**src/sscp_pkg.sv**
```systemverilog
// sscp_pkg: shared types, character codes and status codes for the serial
// setting command parser. No dependencies.
`default_nettype none

package sscp_pkg;

    typedef logic [7:0]  t_byte;
    typedef logic [15:0] t_word;

    typedef enum logic [1:0] {
        ST_WRITTEN = 2'd0,
        ST_UNKNOWN = 2'd1,
        ST_LISTING = 2'd2
    } t_status;

    localparam t_byte CH_NL    = 8'h0A;
    localparam t_byte CH_DOLR  = 8'h24;
    localparam t_byte CH_PLUS  = 8'h2B;
    localparam t_byte CH_MINUS = 8'h2D;
    localparam t_byte CH_ZERO  = 8'h30;
    localparam t_byte CH_NINE  = 8'h39;
    localparam t_byte CH_EQ    = 8'h3D;

    localparam t_word CODE_CAP = 16'd32767;
    localparam t_word VAL_CAP  = 16'd32768;
    localparam t_word POS_MAX  = 16'd32767;

    localparam t_word CODE_LOW_TEMP  = 16'd1;
    localparam t_word CODE_HIGH_TEMP = 16'd2;
    localparam t_word CODE_MIN_LUX   = 16'd3;

    // acc * 10 + d, clamped to cap
    function automatic t_word push_digit(input t_word acc, input logic [3:0] d,
                                         input t_word cap);
        logic [19:0] n;
        n = {1'b0, acc, 3'b000} + {3'b000, acc, 1'b0} + {16'd0, d};
        if (n > {4'd0, cap}) begin
            n = {4'd0, cap};
        end
        return n[15:0];
    endfunction

endpackage

`default_nettype wire

```
**src/serial_setting_command_parser.sv**
```systemverilog
// serial_setting_command_parser: parses "$code=value\n" lines one byte per
// cycle and keeps three 16-bit settings. Depends on sscp_pkg.
//
//   channel | signals                                         | direction
//   rx      | i_rx_valid, o_rx_ready, i_rx_byte               | in
//   res     | o_res_valid, i_res_ready, o_status, o_setting_code,
//           | o_echoed_value, o_low_temp_now, o_high_temp_now,
//           | o_min_lux_now                                   | out
//
// One byte per cycle sustained while each result is taken. A byte is first registered
// in the input register; then one pass of parse logic updates the line state and,
// on a newline, loads the result register. Synchronous active-low reset clears
// line state, settings and valids.
// A result not yet taken holds the parse stage for every byte; the input
// register then fills and o_rx_ready drops until the result transfers.
`default_nettype none

module serial_setting_command_parser #(
    parameter int LINE_CHARS = 12
) (
    input  wire          i_clk,
    input  wire          i_rst_n,
    input  wire          i_rx_valid,
    output logic         o_rx_ready,
    input  wire  [7:0]   i_rx_byte,
    output logic         o_res_valid,
    input  wire          i_res_ready,
    output logic [1:0]   o_status,
    output logic [14:0]  o_setting_code,
    output logic [15:0]  o_echoed_value,
    output logic [15:0]  o_low_temp_now,
    output logic [15:0]  o_high_temp_now,
    output logic [15:0]  o_min_lux_now
);

    localparam int CNT_W = $clog2(LINE_CHARS + 1);

    typedef enum logic [1:0] {
        PH_IDLE,
        PH_CODE,
        PH_VSTART,
        PH_VALUE
    } t_phase;

    // input register
    logic               r_in_valid;
    sscp_pkg::t_byte    r_in_byte;

    // line state
    t_phase             r_phase,   n_phase;
    logic [CNT_W-1:0]   r_cnt,     n_cnt;
    sscp_pkg::t_word    r_code,    n_code;
    sscp_pkg::t_word    r_val,     n_val;
    logic               r_neg,     n_neg;
    logic               r_closed,  n_closed;
    sscp_pkg::t_word    r_lo,      n_lo;
    sscp_pkg::t_word    r_hi,      n_hi;
    sscp_pkg::t_word    r_lux,     n_lux;

    // result register
    logic               r_res_valid;
    logic               n_emit;
    sscp_pkg::t_status  r_status,  n_status;
    logic [14:0]        r_scode,   n_scode;
    sscp_pkg::t_word    r_echo,    n_echo;
    sscp_pkg::t_word    r_lo_now;
    sscp_pkg::t_word    r_hi_now;
    sscp_pkg::t_word    r_lux_now;

    logic               out_free;
    logic               advance;
    logic               is_digit;
    logic [3:0]         digit;
    sscp_pkg::t_word    v_final;

    assign out_free   = !r_res_valid || i_res_ready;
    assign advance    = r_in_valid && out_free;
    assign o_rx_ready = !r_in_valid || advance;

    assign is_digit = (r_in_byte >= sscp_pkg::CH_ZERO) && (r_in_byte <= sscp_pkg::CH_NINE);
    assign digit    = r_in_byte[3:0];
    assign v_final  = r_neg ? (16'd0 - r_val)
                            : ((r_val > sscp_pkg::POS_MAX) ? sscp_pkg::POS_MAX : r_val);

    always_comb begin
        n_phase  = r_phase;
        n_cnt    = r_cnt;
        n_code   = r_code;
        n_val    = r_val;
        n_neg    = r_neg;
        n_closed = r_closed;
        n_lo     = r_lo;
        n_hi     = r_hi;
        n_lux    = r_lux;
        n_emit   = 1'b0;
        n_status = sscp_pkg::ST_LISTING;
        n_scode  = '0;
        n_echo   = '0;

        priority if (r_cnt >= CNT_W'(LINE_CHARS)) begin
            // overlong line: drop byte and restart
            n_phase  = PH_IDLE;
            n_cnt    = '0;
            n_code   = '0;
            n_val    = '0;
            n_neg    = 1'b0;
            n_closed = 1'b0;
        end else if (r_in_byte == sscp_pkg::CH_NL) begin
            if (r_phase == PH_CODE) begin
                n_emit   = 1'b1;
                n_status = sscp_pkg::ST_LISTING;
            end else if (r_phase == PH_VSTART || r_phase == PH_VALUE) begin
                n_emit = 1'b1;
                if (r_code == sscp_pkg::CODE_LOW_TEMP) begin
                    n_lo = v_final;
                end
                if (r_code == sscp_pkg::CODE_HIGH_TEMP) begin
                    n_hi = v_final;
                end
                if (r_code == sscp_pkg::CODE_MIN_LUX) begin
                    n_lux = v_final;
                end
                n_scode = r_code[14:0];
                if (r_code >= sscp_pkg::CODE_LOW_TEMP && r_code <= sscp_pkg::CODE_MIN_LUX) begin
                    n_status = sscp_pkg::ST_WRITTEN;
                    n_echo   = v_final;
                end else begin
                    n_status = sscp_pkg::ST_UNKNOWN;
                end
            end
            n_phase  = PH_IDLE;
            n_cnt    = '0;
            n_code   = '0;
            n_val    = '0;
            n_neg    = 1'b0;
            n_closed = 1'b0;
        end else begin
            unique case (r_phase)
                PH_IDLE: begin
                    if (r_cnt == '0 && r_in_byte == sscp_pkg::CH_DOLR) begin
                        n_phase = PH_CODE;
                    end
                end
                PH_CODE: begin
                    if (r_in_byte == sscp_pkg::CH_EQ) begin
                        n_phase  = PH_VSTART;
                        n_closed = 1'b0;
                    end else if (is_digit && !r_closed) begin
                        n_code = sscp_pkg::push_digit(r_code, digit, sscp_pkg::CODE_CAP);
                    end else if (!is_digit) begin
                        n_closed = 1'b1;
                    end
                end
                PH_VSTART: begin
                    n_phase = PH_VALUE;
                    if (r_in_byte == sscp_pkg::CH_MINUS) begin
                        n_neg = 1'b1;
                    end else if (is_digit) begin
                        n_val = sscp_pkg::push_digit(r_val, digit, sscp_pkg::VAL_CAP);
                    end else if (r_in_byte != sscp_pkg::CH_PLUS) begin
                        n_closed = 1'b1;
                    end
                end
                PH_VALUE: begin
                    if (is_digit && !r_closed) begin
                        n_val = sscp_pkg::push_digit(r_val, digit, sscp_pkg::VAL_CAP);
                    end else if (!is_digit) begin
                        n_closed = 1'b1;
                    end
                end
                default: ;
            endcase
            n_cnt = r_cnt + CNT_W'(1);
        end
    end

    always_ff @(posedge i_clk) begin
        if (!i_rst_n) begin
            r_in_valid  <= 1'b0;
            r_phase     <= PH_IDLE;
            r_cnt       <= '0;
            r_code      <= '0;
            r_val       <= '0;
            r_neg       <= 1'b0;
            r_closed    <= 1'b0;
            r_lo        <= '0;
            r_hi        <= '0;
            r_lux       <= '0;
            r_res_valid <= 1'b0;
        end else begin
            if (o_rx_ready) begin
                r_in_valid <= i_rx_valid;
            end
            if (advance) begin
                r_phase     <= n_phase;
                r_cnt       <= n_cnt;
                r_code      <= n_code;
                r_val       <= n_val;
                r_neg       <= n_neg;
                r_closed    <= n_closed;
                r_lo        <= n_lo;
                r_hi        <= n_hi;
                r_lux       <= n_lux;
                r_res_valid <= n_emit;
            end else if (i_res_ready) begin
                r_res_valid <= 1'b0;
            end
        end
        if (o_rx_ready && i_rx_valid) begin
            r_in_byte <= i_rx_byte;
        end
        if (advance && n_emit) begin
            r_status  <= n_status;
            r_scode   <= n_scode;
            r_echo    <= n_echo;
            r_lo_now  <= n_lo;
            r_hi_now  <= n_hi;
            r_lux_now <= n_lux;
        end
    end

    assign o_res_valid     = r_res_valid;
    assign o_status        = r_status;
    assign o_setting_code  = r_scode;
    assign o_echoed_value  = r_echo;
    assign o_low_temp_now  = r_lo_now;
    assign o_high_temp_now = r_hi_now;
    assign o_min_lux_now   = r_lux_now;

    a_listing_zero: assert property (@(posedge i_clk) disable iff (!i_rst_n)
        (o_res_valid && o_status == sscp_pkg::ST_LISTING)
            |-> (o_setting_code == 15'd0 && o_echoed_value == 16'd0))
        else $error("listing carries nonzero code or value");

    a_written_code: assert property (@(posedge i_clk) disable iff (!i_rst_n)
        (o_res_valid && o_status == sscp_pkg::ST_WRITTEN)
            |-> (o_setting_code == 15'd1 || o_setting_code == 15'd2
                 || o_setting_code == 15'd3))
        else $error("write reported for an invalid code");

    a_result_from_newline: assert property (@(posedge i_clk) disable iff (!i_rst_n)
        (advance && n_emit) |-> (r_in_byte == sscp_pkg::CH_NL))
        else $error("result produced by a byte other than newline");

    a_count_bound: assert property (@(posedge i_clk) disable iff (!i_rst_n)
        r_cnt <= CNT_W'(LINE_CHARS))
        else $error("line character count overran");

endmodule

`default_nettype wire

```
**config.mk**
```make
export PLATFORM = sky130hd
export DESIGN_NAME = serial_setting_command_parser
export DESIGN_NICKNAME = d
export VERILOG_FILES = /design/src/sscp_pkg.sv /design/src/serial_setting_command_parser.sv
export SDC_FILE = /design/constraint.sdc
export NUM_CORES = 1
export LEC_CHECK = 0
export BUFFER_PORTS_ARGS = -buffer_cell sky130_fd_sc_hd__buf_2
export CAP_MARGIN = 10
export CORE_MARGIN = 1
export CORE_UTILIZATION = 40
export CTS_CLUSTER_DIAMETER = 120
export DETAILED_ROUTE_END_ITERATION = 8
export PLACE_DENSITY_LB_ADDON = 0.15
export SYNTH_ARGS = -nofsm -noshare
export SYNTH_HDL_FRONTEND = slang
export SYNTH_SLANG_ARGS = --single-unit
```
**constraint.sdc**
```tcl
create_clock -name i_clk -period 8.8 [get_ports i_clk]
set_clock_uncertainty 0.1 [all_clocks]
set_input_delay 0.88 -clock i_clk [delete_from_list [all_inputs] [get_ports i_clk]]
set_output_delay 0.88 -clock i_clk [all_outputs]
set_load 0.02 [all_outputs]
```
After elaboration in Yosys (flattened, before gate mapping)
Cells that the tools add are included.
{"block": "op_classes", "n_addsub": 6, "magnitude_cmp": 8, "n_eq_ne": 19, "muxes": 57, "bitwise_logic": 3, "reduce_logical": 30}
{"cell": "16-bit two-way mux", "n": 29}
{"cell": "19-bit by 17-bit adder with 20-bit output", "n": 2}
{"cell": "20-bit by 4-bit adder with 20-bit output", "n": 2}
{"cell": "16-bit by 2-bit == test with 1-bit output (second input constant)", "n": 2}
{"cell": "16-bit one-hot mux with 2 select lines", "n": 1}
{"cell": "8-bit by 6-bit == test with 1-bit output (second input constant)", "n": 3}
{"cell": "20-bit by 15-bit greater-than comparator with 1-bit output (second input constant)", "n": 1}
{"cell": "20-bit by 16-bit greater-than comparator with 1-bit output (second input constant)", "n": 1}
{"cell": "1-bit two-way mux", "n": 19}
{"cell": "16-bit by 1-bit == test with 1-bit output (second input constant)", "n": 1}
{"cell": "16-bit by 1-bit >= comparator with 1-bit output (second input constant)", "n": 1}
{"cell": "16-bit by 15-bit greater-than comparator with 1-bit output (second input constant)", "n": 1}
{"cell": "16-bit by 2-bit <= comparator with 1-bit output (second input constant)", "n": 1}
{"cell": "4-bit != test (second input constant)", "n": 4}
{"cell": "1-bit by 16-bit subtractor with 16-bit output (first input constant)", "n": 1}
{"cell": "4-bit by 3-bit != test with 1-bit output (second input constant)", "n": 3}
{"cell": "3-bit nonzero test", "n": 4}
{"cell": "5-bit AND reduction", "n": 2}
{"cell": "5-bit nonzero test", "n": 2}
{"cell": "8-bit by 4-bit == test with 1-bit output (second input constant)", "n": 1}
{"cell": "8-bit by 6-bit >= comparator with 1-bit output (second input constant)", "n": 1}
{"cell": "8-bit by 6-bit <= comparator with 1-bit output (second input constant)", "n": 1}
{"cell": "2-bit two-way mux", "n": 4}
{"cell": "4-bit two-way mux", "n": 2}
{"cell": "other kinds (20)", "n": 34}
{"block": "word_totals", "register_bits": 179, "output_inout_bits": 83, "word_cells": 141}

Logic depth before layout (Yosys ltp)
Gate-level depths: netlist (run 1).
{"block": "logic_depth", "word_depth": 9, "depth_mapped": 13, "ltp_nobuf": 12}

Worst setup path before layout (run 1)
No wires, ideal clock.
{"block": "synth_timing", "kind": "register to register", "start": "register r_in_byte[4]", "end": "register r_echo[0] (netlist: o_echoed_value[0]), enable pin", "arrival_ns": 6.726, "required_time_ns": 8.078, "setup_slack_ns": 1.352, "path_stages_with_launch": 5, "path_cell_list": "edfxtp_1 -> or3_1 -> nor4_1 -> nand3_1 -> nor3_1"}
{"block": "synth_between", "elab_chain_len": 4}
{"element": "start, declared", "line": "serial_setting_command_parser.sv:47", "text": "sscp_pkg::t_byte r_in_byte;"}
{"element": "start signal, assigned", "line": "serial_setting_command_parser.sv:210", "text": "r_in_byte <= i_rx_byte;"}
{"element": "8-bit by 4-bit == test with 1-bit output", "line": "serial_setting_command_parser.sv:108", "text": "end else if (r_in_byte == sscp_pkg::CH_NL) begin"}
{"element": "1-bit two-way mux", "line": "serial_setting_command_parser.sv:108"}
{"element": "1-bit two-way mux", "line": "serial_setting_command_parser.sv:100", "text": "priority if (r_cnt >= CNT_W'(LINE_CHARS)) begin"}
{"element": "1-bit logical AND", "line": "serial_setting_command_parser.sv:212", "text": "if (advance && n_emit) begin"}
{"element": "end signal, assigned", "line": "serial_setting_command_parser.sv:215", "text": "r_echo <= n_echo;"}
{"element": "end, declared", "line": "serial_setting_command_parser.sv:65", "text": "sscp_pkg::t_word r_echo, n_echo;"}
Every way passes these cells.
A chain may end at the register's enable or synchronous reset.

Worst setup path after layout (run 1)
{"block": "layout_timing", "start": "register r_in_byte[3]", "end": "register r_val[9]"}
{"block": "layout_between", "elab_chain_len": 8, "elab_cells_between_ends": 20, "classes_between": "add/sub (1); order compare (3); eq/ne (5); mux (7); reduce/logical (4)"}
{"element": "20-bit by 4-bit adder with 20-bit output", "line": "sscp_pkg.sv:36", "text": "n = {1'b0, acc, 3'b000} + {3'b000, acc, 1'b0} + {16'd0, d};"}
{"element": "20-bit by 16-bit greater-than comparator with 1-bit output", "line": "sscp_pkg.sv:37", "text": "if (n > {4'd0, cap}) begin"}
{"element": "16-bit two-way mux", "line": "sscp_pkg.sv:37"}
{"element": "16-bit two-way mux", "line": "serial_setting_command_parser.sv:158", "text": "end else if (is_digit) begin"}
{"element": "16-bit two-way mux", "line": "serial_setting_command_parser.sv:156", "text": "if (r_in_byte == sscp_pkg::CH_MINUS) begin"}
{"element": "16-bit one-hot mux with 2 select lines", "line": "serial_setting_command_parser.sv:138", "text": "unique case (r_phase)"}
{"element": "16-bit two-way mux", "line": "serial_setting_command_parser.sv:108"}
{"element": "16-bit two-way mux", "line": "serial_setting_command_parser.sv:100"}
{"element": "end signal, assigned", "line": "serial_setting_command_parser.sv:198", "text": "r_val <= n_val;"}
{"element": "end, declared", "line": "serial_setting_command_parser.sv:53", "text": "sscp_pkg::t_word r_val, n_val;"}
Several ways; a longest one is shown, not always the timed one. The select of a mux whose other input is x is not followed.

==> out/metrics.yaml, run 1 <==
io_pins: 95
die-area_sq_um: 24720
synth_flop_cell: "dfxtp_1"
critPathRequiredTime_ns: 9.07
fp-row-count: 56
power.density_nw_per_um2: 152.0
cts_tree: "built"
crit_path_max_incr_delay_ns: 0.63
yosysWarnings: 0
syn-num-nets: 1087
grt_pass1_vias: 6690
power_frac_seq: 0.531
power_switching_mw: 0.3910
detail_route.first_pass.iterations: 4
status: "finished, final reports clean"
syn2layout_area_growth_pct: 13.27
dr_total_vias: 7244
syn_avg_cell_area_sq_um: 9.630
slew_violations: 0
die_h_microns: 157.2
grt_usage: 0.1839
grt_pass1_wl_microns: 35290
rsz0062_at_grt: "false"
clk_pin_slew_ns: 0.07
synth_top_area_cell: "edfxtp_1"
synth_top_area_frac: 0.2773
vdd_drop_max_v: 0.00009238
seq_area_frac_synth: 0.4642
synth.area.top_cells: "edfxtp_1, dfxtp_1, ha_1, nand2_1, o21ai_1"
dp_hpwl_microns: 16080
antenna_found_initial: 0
clock_latency_ns: 0.44
cp_common_cell: "inv_1"
synth_edf_count: 89
fin_tns_setup_ns: 0
drtIter0Drc: 387
synth-seq-cells: 179
cp_num_buf_inv: 2
final_util: 0.4638
ant_nets: 0
start_kind: "flip-flop"
fin_crit_ns: 4.029
antenna_cells: 0
syn_inst: 1001
postCtsSetupBuffers: 0
drc: 0
htreeDepth: 4
critPathKind: "flip-flop to flip-flop"
start_util: 0.4094
wl_microns: 22060
synthDistinctLibCells: 73
dp_slack_ns: 4.787
min_period_over_period: 0.4579
hp-class: "flip-flop to flip-flop"
slew_headroom: 0.2152
p_int_mw: 1.268
maxCapViolCount: 0
gr-total-overflow: 0
endpoint_kind: "flip-flop"
cts-buffers-inserted: 17
fillers: 2269
layout-drive-gt1-share: 0.1394
worst_slack_ns: 4.771
cts.sinks: 179
power.total_mw: 1.659
core_area_sq_um: 23540
synthArstFlopShare: 0
nets: 1163
worst_slew_pin_slew_ns: 1.175
clk_path_buf_depth: 2
crit_path_cell_trace: "inv_1, fa_1, inv_1, ha_1, a211oi_1, nor4b_1, a2111oi_0, o31ai_1, nor4_1, o2111ai_1, a21o_1, o21ai_1"
pwr-share-clk: 0.448
clock-root-buffer: "clkbuf_16"
sw_frac_of_total: 0.2356
die_w_microns: 157.2
synthesis.area_sq_um: 9639
grt_max_degree: 63
postCtsHoldBufs: 0
finalSetupViolCount: 0
slowest_stage: "a2111oi_0"
design_area_sq_um: 10920
fmax_mhz: 248.2
drt-wirelength-per-cell_microns: 15.65
viasPerCell: 5.141
placed_area_sq_um: 10330
pwr-share-comb: 0.021
leakage_nw: 4.521
cts-resized-gates: 0
gp_congestion: 0.8435
path_delay_family: "compound AO/OA/AOI/OAI gates"
cp.arrival_ns: 4.30
io_buffers: 94
hold_viol: 0
crit_fanout: 9
[path summary, 6_finish.rpt]
kind | start | end | slack [ns] | cells after the start
min reg2reg | r_hi[0]$_SDFFE_PN0P_ | r_hi[0]$_SDFFE_PN0P_ | 0.36 | 2
max reg2reg | r_in_byte[3]$_DFFE_PP_ | r_val[9]$_SDFFE_PN0P_ | 4.77 | 12
min | r_hi[0]$_SDFFE_PN0P_ | r_hi[0]$_SDFFE_PN0P_ | 0.36 | 2
max | r_in_byte[3]$_DFFE_PP_ | r_val[9]$_SDFFE_PN0P_ | 4.77 | 12
[cell families (layout without fill, tap and decap cells)]
group / Yosys count / in the layout / synth area share
xor+xnor: 37 / 37 / 0.03362
mux: 5 / 5 / 0.005322
fa+ha+maj: 74 / 74 / 0.09917
flops: 179 / 179 / 0.4642
buf+inv: 71 / 160 / 0.03375
simple gates: 378 / 378 / 0.1934
compound gates: 257 / 257 / 0.1706
[stage by stage]
stage | cells | hold WS, ns
2_1_floorplan | 1001 | 0.3351
3_3_place_gp | 1377 | 0.3411
3_5_place_dp | 1377 | 0.3454
4_1_cts | 1409 | 0.3558
5_1_grt | 1409 | 0.3767
6_report | 1409 | 0.3572
[Yosys cell counts, types with 5 or more instances]
| library cell | count |
|---|---|
| buf_2 | 5 |
| buf_6 | 7 |
| a21oi_1 | 41 |
| dfxtp_1 | 90 |
| o21ai_0 | 29 |
| nor3_1 | 14 |
| a21boi_1 | 7 |
| clkbuf_1 | 27 |
| a21o_1 | 5 |
| nand2_1 | 155 |
| nand2b_1 | 8 |
| and2_1 | 55 |
| o21a_1 | 11 |
| xnor2_1 | 23 |
| a22oi_1 | 14 |
| inv_1 | 29 |
| nor3b_1 | 8 |
| o22ai_1 | 5 |
| edfxtp_1 | 89 |
| nor4_1 | 11 |
| nor2_1 | 70 |
| ha_1 | 70 |
| nand4_1 | 8 |
| a211oi_1 | 6 |
| xor2_1 | 14 |
| o21ai_1 | 84 |
| o22ai_2 | 9 |
| nand3_1 | 13 |
| or4_1 | 5 |
[sequential cells by signal, summed over array words and instances, names as in the netlist, 8 cells and up]
register / count
o_echoed_value: 16
o_high_temp_now: 16
o_low_temp_now: 16
o_min_lux_now: 16
o_setting_code: 15
r_code: 16
r_hi: 16
r_in_byte: 8
r_lo: 16
r_lux: 16
r_val: 16
[worst register-to-register path, stage by stage (launching register included)]
cell	delay [ns]
edfxtp_1	0.52
inv_1	0.11
fa_1	0.62
inv_1	0.06
ha_1	0.28
a211oi_1	0.48
nor4b_1	0.13
a2111oi_0	0.63
o31ai_1	0.17
nor4_1	0.20
o2111ai_1	0.18
a21o_1	0.32
o21ai_1	0.16
[cells in the final DEF, fill, tap and decap left out, drive strengths merged, types with 17 or more instances in the layout]
| cell type | synthesis | layout |
|---|---|---|
| a21oi | 41 | 41 |
| edfxtp | 89 | 89 |
| nor2 | 70 | 70 |
| clkbuf | 27 | 17 |
| buf | 15 | 99 |
| and2 | 55 | 55 |
| xnor2 | 23 | 23 |
| ha | 70 | 70 |
| inv | 29 | 40 |
| o21ai | 113 | 113 |
| dfxtp | 90 | 90 |
| nand2 | 155 | 155 |
[per-layer routing]
| metal | GRT usage | vias up | wire length [microns] |
|---|---|---|---|
| li1 | - | 3775 | - |
| met2 | 0.2876 | 125 | 9663 |
| met3 | 0.03166 | 16 | 717 |
| met1 | 0.2618 | 3328 | 11480 |
| met5 | 0 | - | 0 |
| met4 | 0.04623 | 0 | 197 |
[final cells by class]
cell class                 instances  area [sq um]  area share
clock buffer                      17         425.4     0.03896
clock inverter                    15         157.7     0.01444
inverter                          29         108.9    0.009970
multi-input combinational        751          4845      0.4437
sequential                       179          4474      0.4098
tap                              319         399.1     0.03656
timing repair buffer              99         508.0     0.04653
[power by group through the flow]
| stage | clock network, mW | logic [mW] | registers, mW |
|---|---|---|---|
| 2_1_floorplan | 0 | 0.0257 | 0.897 |
| 3_3_place_gp | 0 | 0.0354 | 0.900 |
| 3_5_place_dp | 0 | 0.0351 | 0.900 |
| 4_1_cts | 0.762 | 0.0352 | 0.881 |
| 5_1_grt | 0.791 | 0.0392 | 0.882 |
| 6_report | 0.743 | 0.0347 | 0.881 |
No activity file was read; power rests on OpenSTA's default activity.
==> run 2, diff against run 1 <==
--- a/config.mk
+++ b/config.mk
@@ -5,6 +5,7 @@
 export SDC_FILE = /design/constraint.sdc
 export NUM_CORES = 1
 export LEC_CHECK = 0
+export ABC_AREA = 1
 export BUFFER_PORTS_ARGS = -buffer_cell sky130_fd_sc_hd__buf_2
 export CAP_MARGIN = 10
 export CORE_MARGIN = 1
==> constraint.sdc (replaced) <==
create_clock -name i_clk -period 4.2 [get_ports i_clk]
set_clock_uncertainty 0.1 [all_clocks]
set_input_delay 0.42 -clock i_clk [delete_from_list [all_inputs] [get_ports i_clk]]
set_output_delay 0.42 -clock i_clk [all_outputs]
set_load 0.02 [all_outputs]
==> out/metrics.yaml, run 2 <==
status: "finished, final reports clean"
crit_path_max_incr_delay_ns: 0.50  # -0.13 ns
critPathRequiredTime_ns: 4.47  # -4.60 ns
grt_pass1_vias: 7887  # +18%
drc: 0  # unchanged
fmax_mhz: 302.6  # +22%
synth_top_area_frac: 0.2592  # -0.01810
critPathKind: "flip-flop to flip-flop"
io_buffers: 94  # unchanged
cp_common_cell: "nand3_1"
multi_input_area_sq_um: 4840  # -0.10%
nets: 1547  # +33%
synth-seq-cells: 179  # unchanged
cts.sinks: 179  # unchanged
leakage_nw: 5.594  # +24%
dp_hpwl_microns: 19550  # +22%
reg2reg_depth: 14  # +2
finalSetupViolCount: 0  # unchanged
grt_usage: 0.2010  # +0.01708
crit_path_cell_trace: "inv_1, fa_1, fa_1, inv_1, nand3_1, nand2_1, nand2_1, nand2_1, nand3_1, nand3_1, nand3_1, nor2_2, nand3_1, a21oi_1"
synthTopCellsByCount: "nand2_1, inv_1, nor2_1, a21oi_1, dfxtp_1"
endpoint_kind: "flip-flop"
yosysMostFrequentCell: "nand2_1"
r2r-start: "r_val[2]$_SDFFE_PN0P_"
clk_path_buf_depth: 2  # unchanged
cp.arrival_ns: 3.57  # -0.73 ns
wl_microns: 26110  # +18%
gr-total-overflow: 0  # unchanged
power.density_nw_per_um2: 313.0  # +110%
yosysWarnings: 0  # unchanged
htreeDepth: 4  # unchanged
critical_path.endpoint: "r_val[13]$_SDFFE_PN0P_"
die_h_microns: 162.6  # +3.4%
die-area_sq_um: 26430  # +6.9%
synth_top_area_cell: "edfxtp_1"
crit_fanout: 15  # +6
syn-num-nets: 1458  # +34%
cts_tree: "built"
fin_cells: 1804  # +28%
fin_tns_setup_ns: 0  # unchanged
placed_cells: 1772  # +29%
die_w_microns: 162.6  # +3.4%
drtIter0Drc: 585  # +51%
synthArstFlopShare: 0  # unchanged
synth.area.top_cells: "edfxtp_1, dfxtp_1, nand2_1, ha_1, inv_1"
hp-class: "primary input to flip-flop"
syn_inst: 1372  # +37%
gp_congestion: 0.8887  # +5.4%
fillers: 2559  # +13%
startpoint: "r_val[2]$_SDFFE_PN0P_"
hold_start: "i_rx_byte[6]"
grt_pass1_wl_microns: 41420  # +17%
rr_endpoint: "r_val[13]$_SDFFE_PN0P_"
postCtsSetupBuffers: 0  # unchanged
wl_met1_microns: 13620  # +19%
dr_wl_met2_microns: 11240  # +16%
viasPerCell: 4.869  # -5.3%
layout_common_cells: "nand2_1, inv_1, nor2_1, buf_2, a21oi_1"
antenna_cells: 0  # unchanged
maxCapViolCount: 0  # unchanged
seq_area_frac_synth: 0.4339  # -0.03030
grt_max_degree: 71  # +13%
dr_total_vias: 8783  # +21%
synthDistinctLibCells: 39  # -47%
synthesis.area_sq_um: 10310  # +7.0%
clock_latency_ns: 0.43  # about the same
top_layer: "met4"
start_util: 0.4083  # -0.001096
core_area_sq_um: 25250  # +7.3%
final_common_cell: "nand2_1"
cts-buffers-inserted: 17  # unchanged
final_util: 0.4674  # +0.003646
fp-row-count: 58  # +3.6%
detail_route.first_pass.iterations: 5  # +1
slew_violations: 0  # unchanged
seq_area_sq_um: 4474  # unchanged
hold_viol: 0  # unchanged
synth_flop_cell: "dfxtp_1"
syn2layout_area_growth_pct: 14.46
cts-resized-gates: 0  # unchanged
postCtsHoldBufs: 0  # unchanged
min_period_over_period: 0.7868  # +0.3289
power.total_mw: 3.694  # +120%
met3_length_microns: 945  # +32%
syn_avg_cell_area_sq_um: 7.516  # -22%
io_pins: 95  # unchanged
layout-drive-gt1-share: 0.1133  # -0.02615
vdd_drop_max_v: 0.0002246  # +140%
ant_nets: 0  # unchanged
clk_pin_slew_ns: 0.08  # about the same
start_kind: "flip-flop"
synth_edf_count: 89  # unchanged
slowest_stage: "fa_1"
design_area_sq_um: 11800  # +8.1%
worst_slew_pin_slew_ns: 0.9895  # -0.1852 ns
reg2reg_slack_ns: 0.90  # -3.88 ns
rsz0062_at_grt: "false"
slew_headroom: 0.3394  # +0.1242
clock-root-buffer: "clkbuf_16"
fin_crit_ns: 3.304  # -0.7249 ns
drt-wirelength-per-cell_microns: 14.47  # -7.5%
antenna_found_initial: 0  # unchanged
placed_area_sq_um: 11150  # +7.9%
-- run 2: layer usage --
metal  vias to the layer above  global-route usage
met1                      3960              0.2990
met5                         -                   0
met2                       172              0.3046
met3                        22             0.02623
li1                       4629                   -
met4                         0             0.05310
-- run 2: kinds of logic after synthesis --
kind of cell               count (synthesis)  share of synthesized area
and+or+nand+nor                          630                     0.2589
xor gates and xnor gates                  16                    0.01359
AOI/OAI and AO/OA                        208                     0.1026
DFF                                      179                     0.4339
buffers and inverters                    265                    0.09828
adders and majority gates                 74                    0.09270
-- run 2: how the worst min path moves through the flow --
stage	end	slack, ns	cells past startpoint
final	r_in_byte[6]$_DFFE_PP_	0.06	1
after global routing	r_in_byte[6]$_DFFE_PP_	0.04	1
after CTS	r_in_byte[6]$_DFFE_PP_	0.04	1
after detailed placement	r_cnt[1]$_SDFFE_PN0P_	0.40	2
after global placement	r_cnt[1]$_SDFFE_PN0P_	0.39	2
after floorplan	r_cnt[0]$_SDFFE_PN0P_	0.37	2
-- run 2: critical path, delay by kind of cell, from the launching register on --
| kind | cells | cell delay [ns] |
|---|---|---|
| buffers and inverters | 2 | 0.26 |
| AOI/OAI and AO/OA | 1 | 0.15 |
| and+or+nand+nor | 9 | 1.30 |
| DFF | 1 | 0.45 |
| adders and majority gates | 2 | 0.97 |
-- run 2: cell type report --
cell class | instances | area share
tap | 330 | 0.03498
timing repair buffer | 108 | 0.04876
clock inverter | 15 | 0.01897
multi-input combinational | 928 | 0.4100
clock buffer | 17 | 0.03604
sequential | 179 | 0.3791
inverter | 227 | 0.07219
-- run 2: metrics by stage --
stage | hold slack [ns] | worst slack (ns)
4_1_cts | 0.03886 | 0.8945
3_5_place_dp | 0.3965 | 0.9246
6_report | 0.05561 | 0.8956
5_1_grt | 0.03930 | 0.5452
2_1_floorplan | 0.3714 | 0.1811
3_3_place_gp | 0.3901 | 0.9449
-- run 2: report_power, final --
| part | switching [mW] | internal (mW) |
|---|---|---|
| Clock | 0.834 | 0.833 |
| Sequential | 0.0168 | 1.86 |
| Combinational | 0.0987 | 0.0518 |
==> run 3, diff against run 2 <==
==> constraint.sdc (replaced) <==
create_clock -name i_clk -period 3 [get_ports i_clk]
set_clock_uncertainty 0.1 [all_clocks]
set_input_delay 0.3 -clock i_clk [delete_from_list [all_inputs] [get_ports i_clk]]
set_output_delay 0.3 -clock i_clk [all_outputs]
set_load 0.02 [all_outputs]
==> out/metrics.yaml, run 3 (same netlist as run 2, synthesis figures left out) <==
multi_input_area_sq_um: 5180  # +7.0%
r2r-start: "r_in_byte[3]$_DFFE_PP_"
syn2layout_area_growth_pct: 22.51
final_common_cell: "nand2_1"
hold_viol: 0  # unchanged
crit_path_cell_trace: "buf_6, inv_4, fa_2, inv_2, ha_4, nand2_2, nor2_4, nand2_2, nand3_1, nand2_1, nand2_2, nand3_2, nor2_2, nand3_1, nand2_2, buf_8, nand3_2, a21oi_2"
fillers: 2503  # -2.2%
drtIter0Drc: 614  # +5.0%
status: "finished, final reports clean"
start_util: 0.4083  # unchanged
finalSetupViolCount: 0  # unchanged
nets: 1600  # +3.4%
drt-wirelength-per-cell_microns: 14.45  # -0.19%
io_buffers: 94  # unchanged
placed_area_sq_um: 11450  # +2.6%
gp_congestion: 0.8914  # +0.30%
detail_route.first_pass.iterations: 5  # unchanged
die_w_microns: 162.6  # unchanged
hp-class: "primary input to flip-flop"
clk_pin_slew_ns: 0.08  # about the same
grt_pass1_vias: 8272  # +4.9%
crit_path_max_incr_delay_ns: 0.59  # +0.09 ns
fin_crit_ns: 2.855  # -0.4492 ns
startpoint: "r_in_byte[3]$_DFFE_PP_"
power.density_nw_per_um2: 410.6  # +31%
layout_common_cells: "nand2_1, inv_1, nor2_1, buf_2, edfxtp_1"
core_area_sq_um: 25250  # unchanged
cp.arrival_ns: 3.12  # -0.45 ns
seq_area_sq_um: 4481  # +0.14%
cp_common_cell: "nand2_2"
clk_path_buf_depth: 2  # unchanged
slowest_stage: "fa_2"
endpoint_kind: "flip-flop"
leakage_nw: 5.965  # +6.6%
wl_microns: 26830  # +2.7%
dp_slack_ns: -0.2362  # -1.161 ns
drc: 0  # unchanged
layout-drive-gt1-share: 0.1932  # +0.07989
worst_slew_pin_slew_ns: 0.9029  # -0.08656 ns
cts-buffers-inserted: 17  # unchanged
design_area_sq_um: 12630  # +7.0%
antenna_found_initial: 0  # unchanged
grt_pass1_wl_microns: 42970  # +3.7%
worst_slack_ns: 0.1447  # -0.7508 ns
crit_fanout: 8  # -7
grt_usage: 0.2058  # +0.004843
hold_start: "i_rx_valid"
min_period_over_period: 0.9518  # +0.1650
slew_headroom: 0.3917  # +0.05230
gr-total-overflow: 0  # unchanged
htreeDepth: 4  # unchanged
cts.sinks: 179  # unchanged
fmax_mhz: 350.2  # +16%
start_kind: "flip-flop"
slew_violations: 0  # unchanged
dr_total_vias: 9094  # +3.5%
power.total_mw: 5.188  # +40%
io_pins: 95  # unchanged
dp_hpwl_microns: 19480  # -0.37%
final_util: 0.5002  # +0.03285
vdd_drop_max_v: 0.0004142  # +84%
die-area_sq_um: 26430  # unchanged
antenna_cells: 0  # unchanged
viasPerCell: 4.897  # +0.59%
hold_slack_ns: 0.03429  # -0.02132 ns
clock_latency_ns: 0.44  # about the same
critPathKind: "flip-flop to flip-flop"
grt_max_degree: 72  # +1.4%
die_h_microns: 162.6  # unchanged
cts_tree: "built"
clock-root-buffer: "clkbuf_16"
maxCapViolCount: 0  # unchanged
ant_nets: 0  # unchanged
fp-row-count: 58  # unchanged
critPathRequiredTime_ns: 3.27  # -1.20 ns
## run 3: changes by cell type in the layout (fill, tap and decap cells not counted), sizes merged
cell / delta
clkbuf: +1
dlygate4sd3: +8
buf: +44
inv: +1
clkinv: -1
## run 3: final timing paths
check | to | slack [ns] | depth (start not counted)
worst max-delay path | r_val[13]$_SDFFE_PN0P_ | 0.14 | 18
worst min-delay path | r_in_valid$_SDFFE_PN0N_ | 0.03 | 3
worst max register to register | r_val[13]$_SDFFE_PN0P_ | 0.14 | 18
worst min register to register | r_cnt[1]$_SDFFE_PN0P_ | 0.41 | 2
## run 3: routing by layer
metal  vias to the layer above  global-route usage  routed length, microns
li1                       4741                   -                       -
met5                         -                   0                       0
met3                        20             0.03336                    1090
met4                         0             0.04121                     204
met1                      4148              0.3033                   13910
met2                       185              0.3162                   11630
## run 3: repair_timing
| action | in CTS | in global routing |
|---|---|---|
| hold buffers | 8 | 0 |
| hold endpoints to repair | 8 | 0 |
| setup endpoints to repair | 31 | 31 |
| pin swaps | 3 | 36 |
| setup buffers | 2 | 5 |
| cloned | 2 | 2 |
| resized for setup | 17 | 89 |
## run 3: report_power, final
part	switching [mW]	leakage (nW)	internal (mW)
Clock	1.18	0.301	1.15
Sequential	0.0212	1.48	2.60
Combinational	0.146	4.19	0.0903
Total	1.34	5.97	3.84
## run 3: worst max-delay path, delay by kind of cell, from the launching register on
family                     cells  cell delay, ns
DFF                            1            0.37
buffers and inverters          4            0.36
adders and majority gates      2            0.85
AOI/OAI and AO/OA              1            0.14
and+or+nand+nor               11            0.95
## run 3: area by class of cell
cell class | instances | area share
clock inverters | 15 | 0.01595
inverters | 227 | 0.06764
multi-input cells | 928 | 0.4100
well taps | 330 | 0.03268
flip-flops and latches | 179 | 0.3547
clock buffers | 17 | 0.03367
repair buffers | 161 | 0.08537
## run 3: metrics by stage
stage,TNS [ns],std cells
floorplan,-81.68,1372
global placement,-4.764,1806
detailed placement,-5.437,1806
CTS,0,1850
global route,-0.08031,1857
finish,0,1857
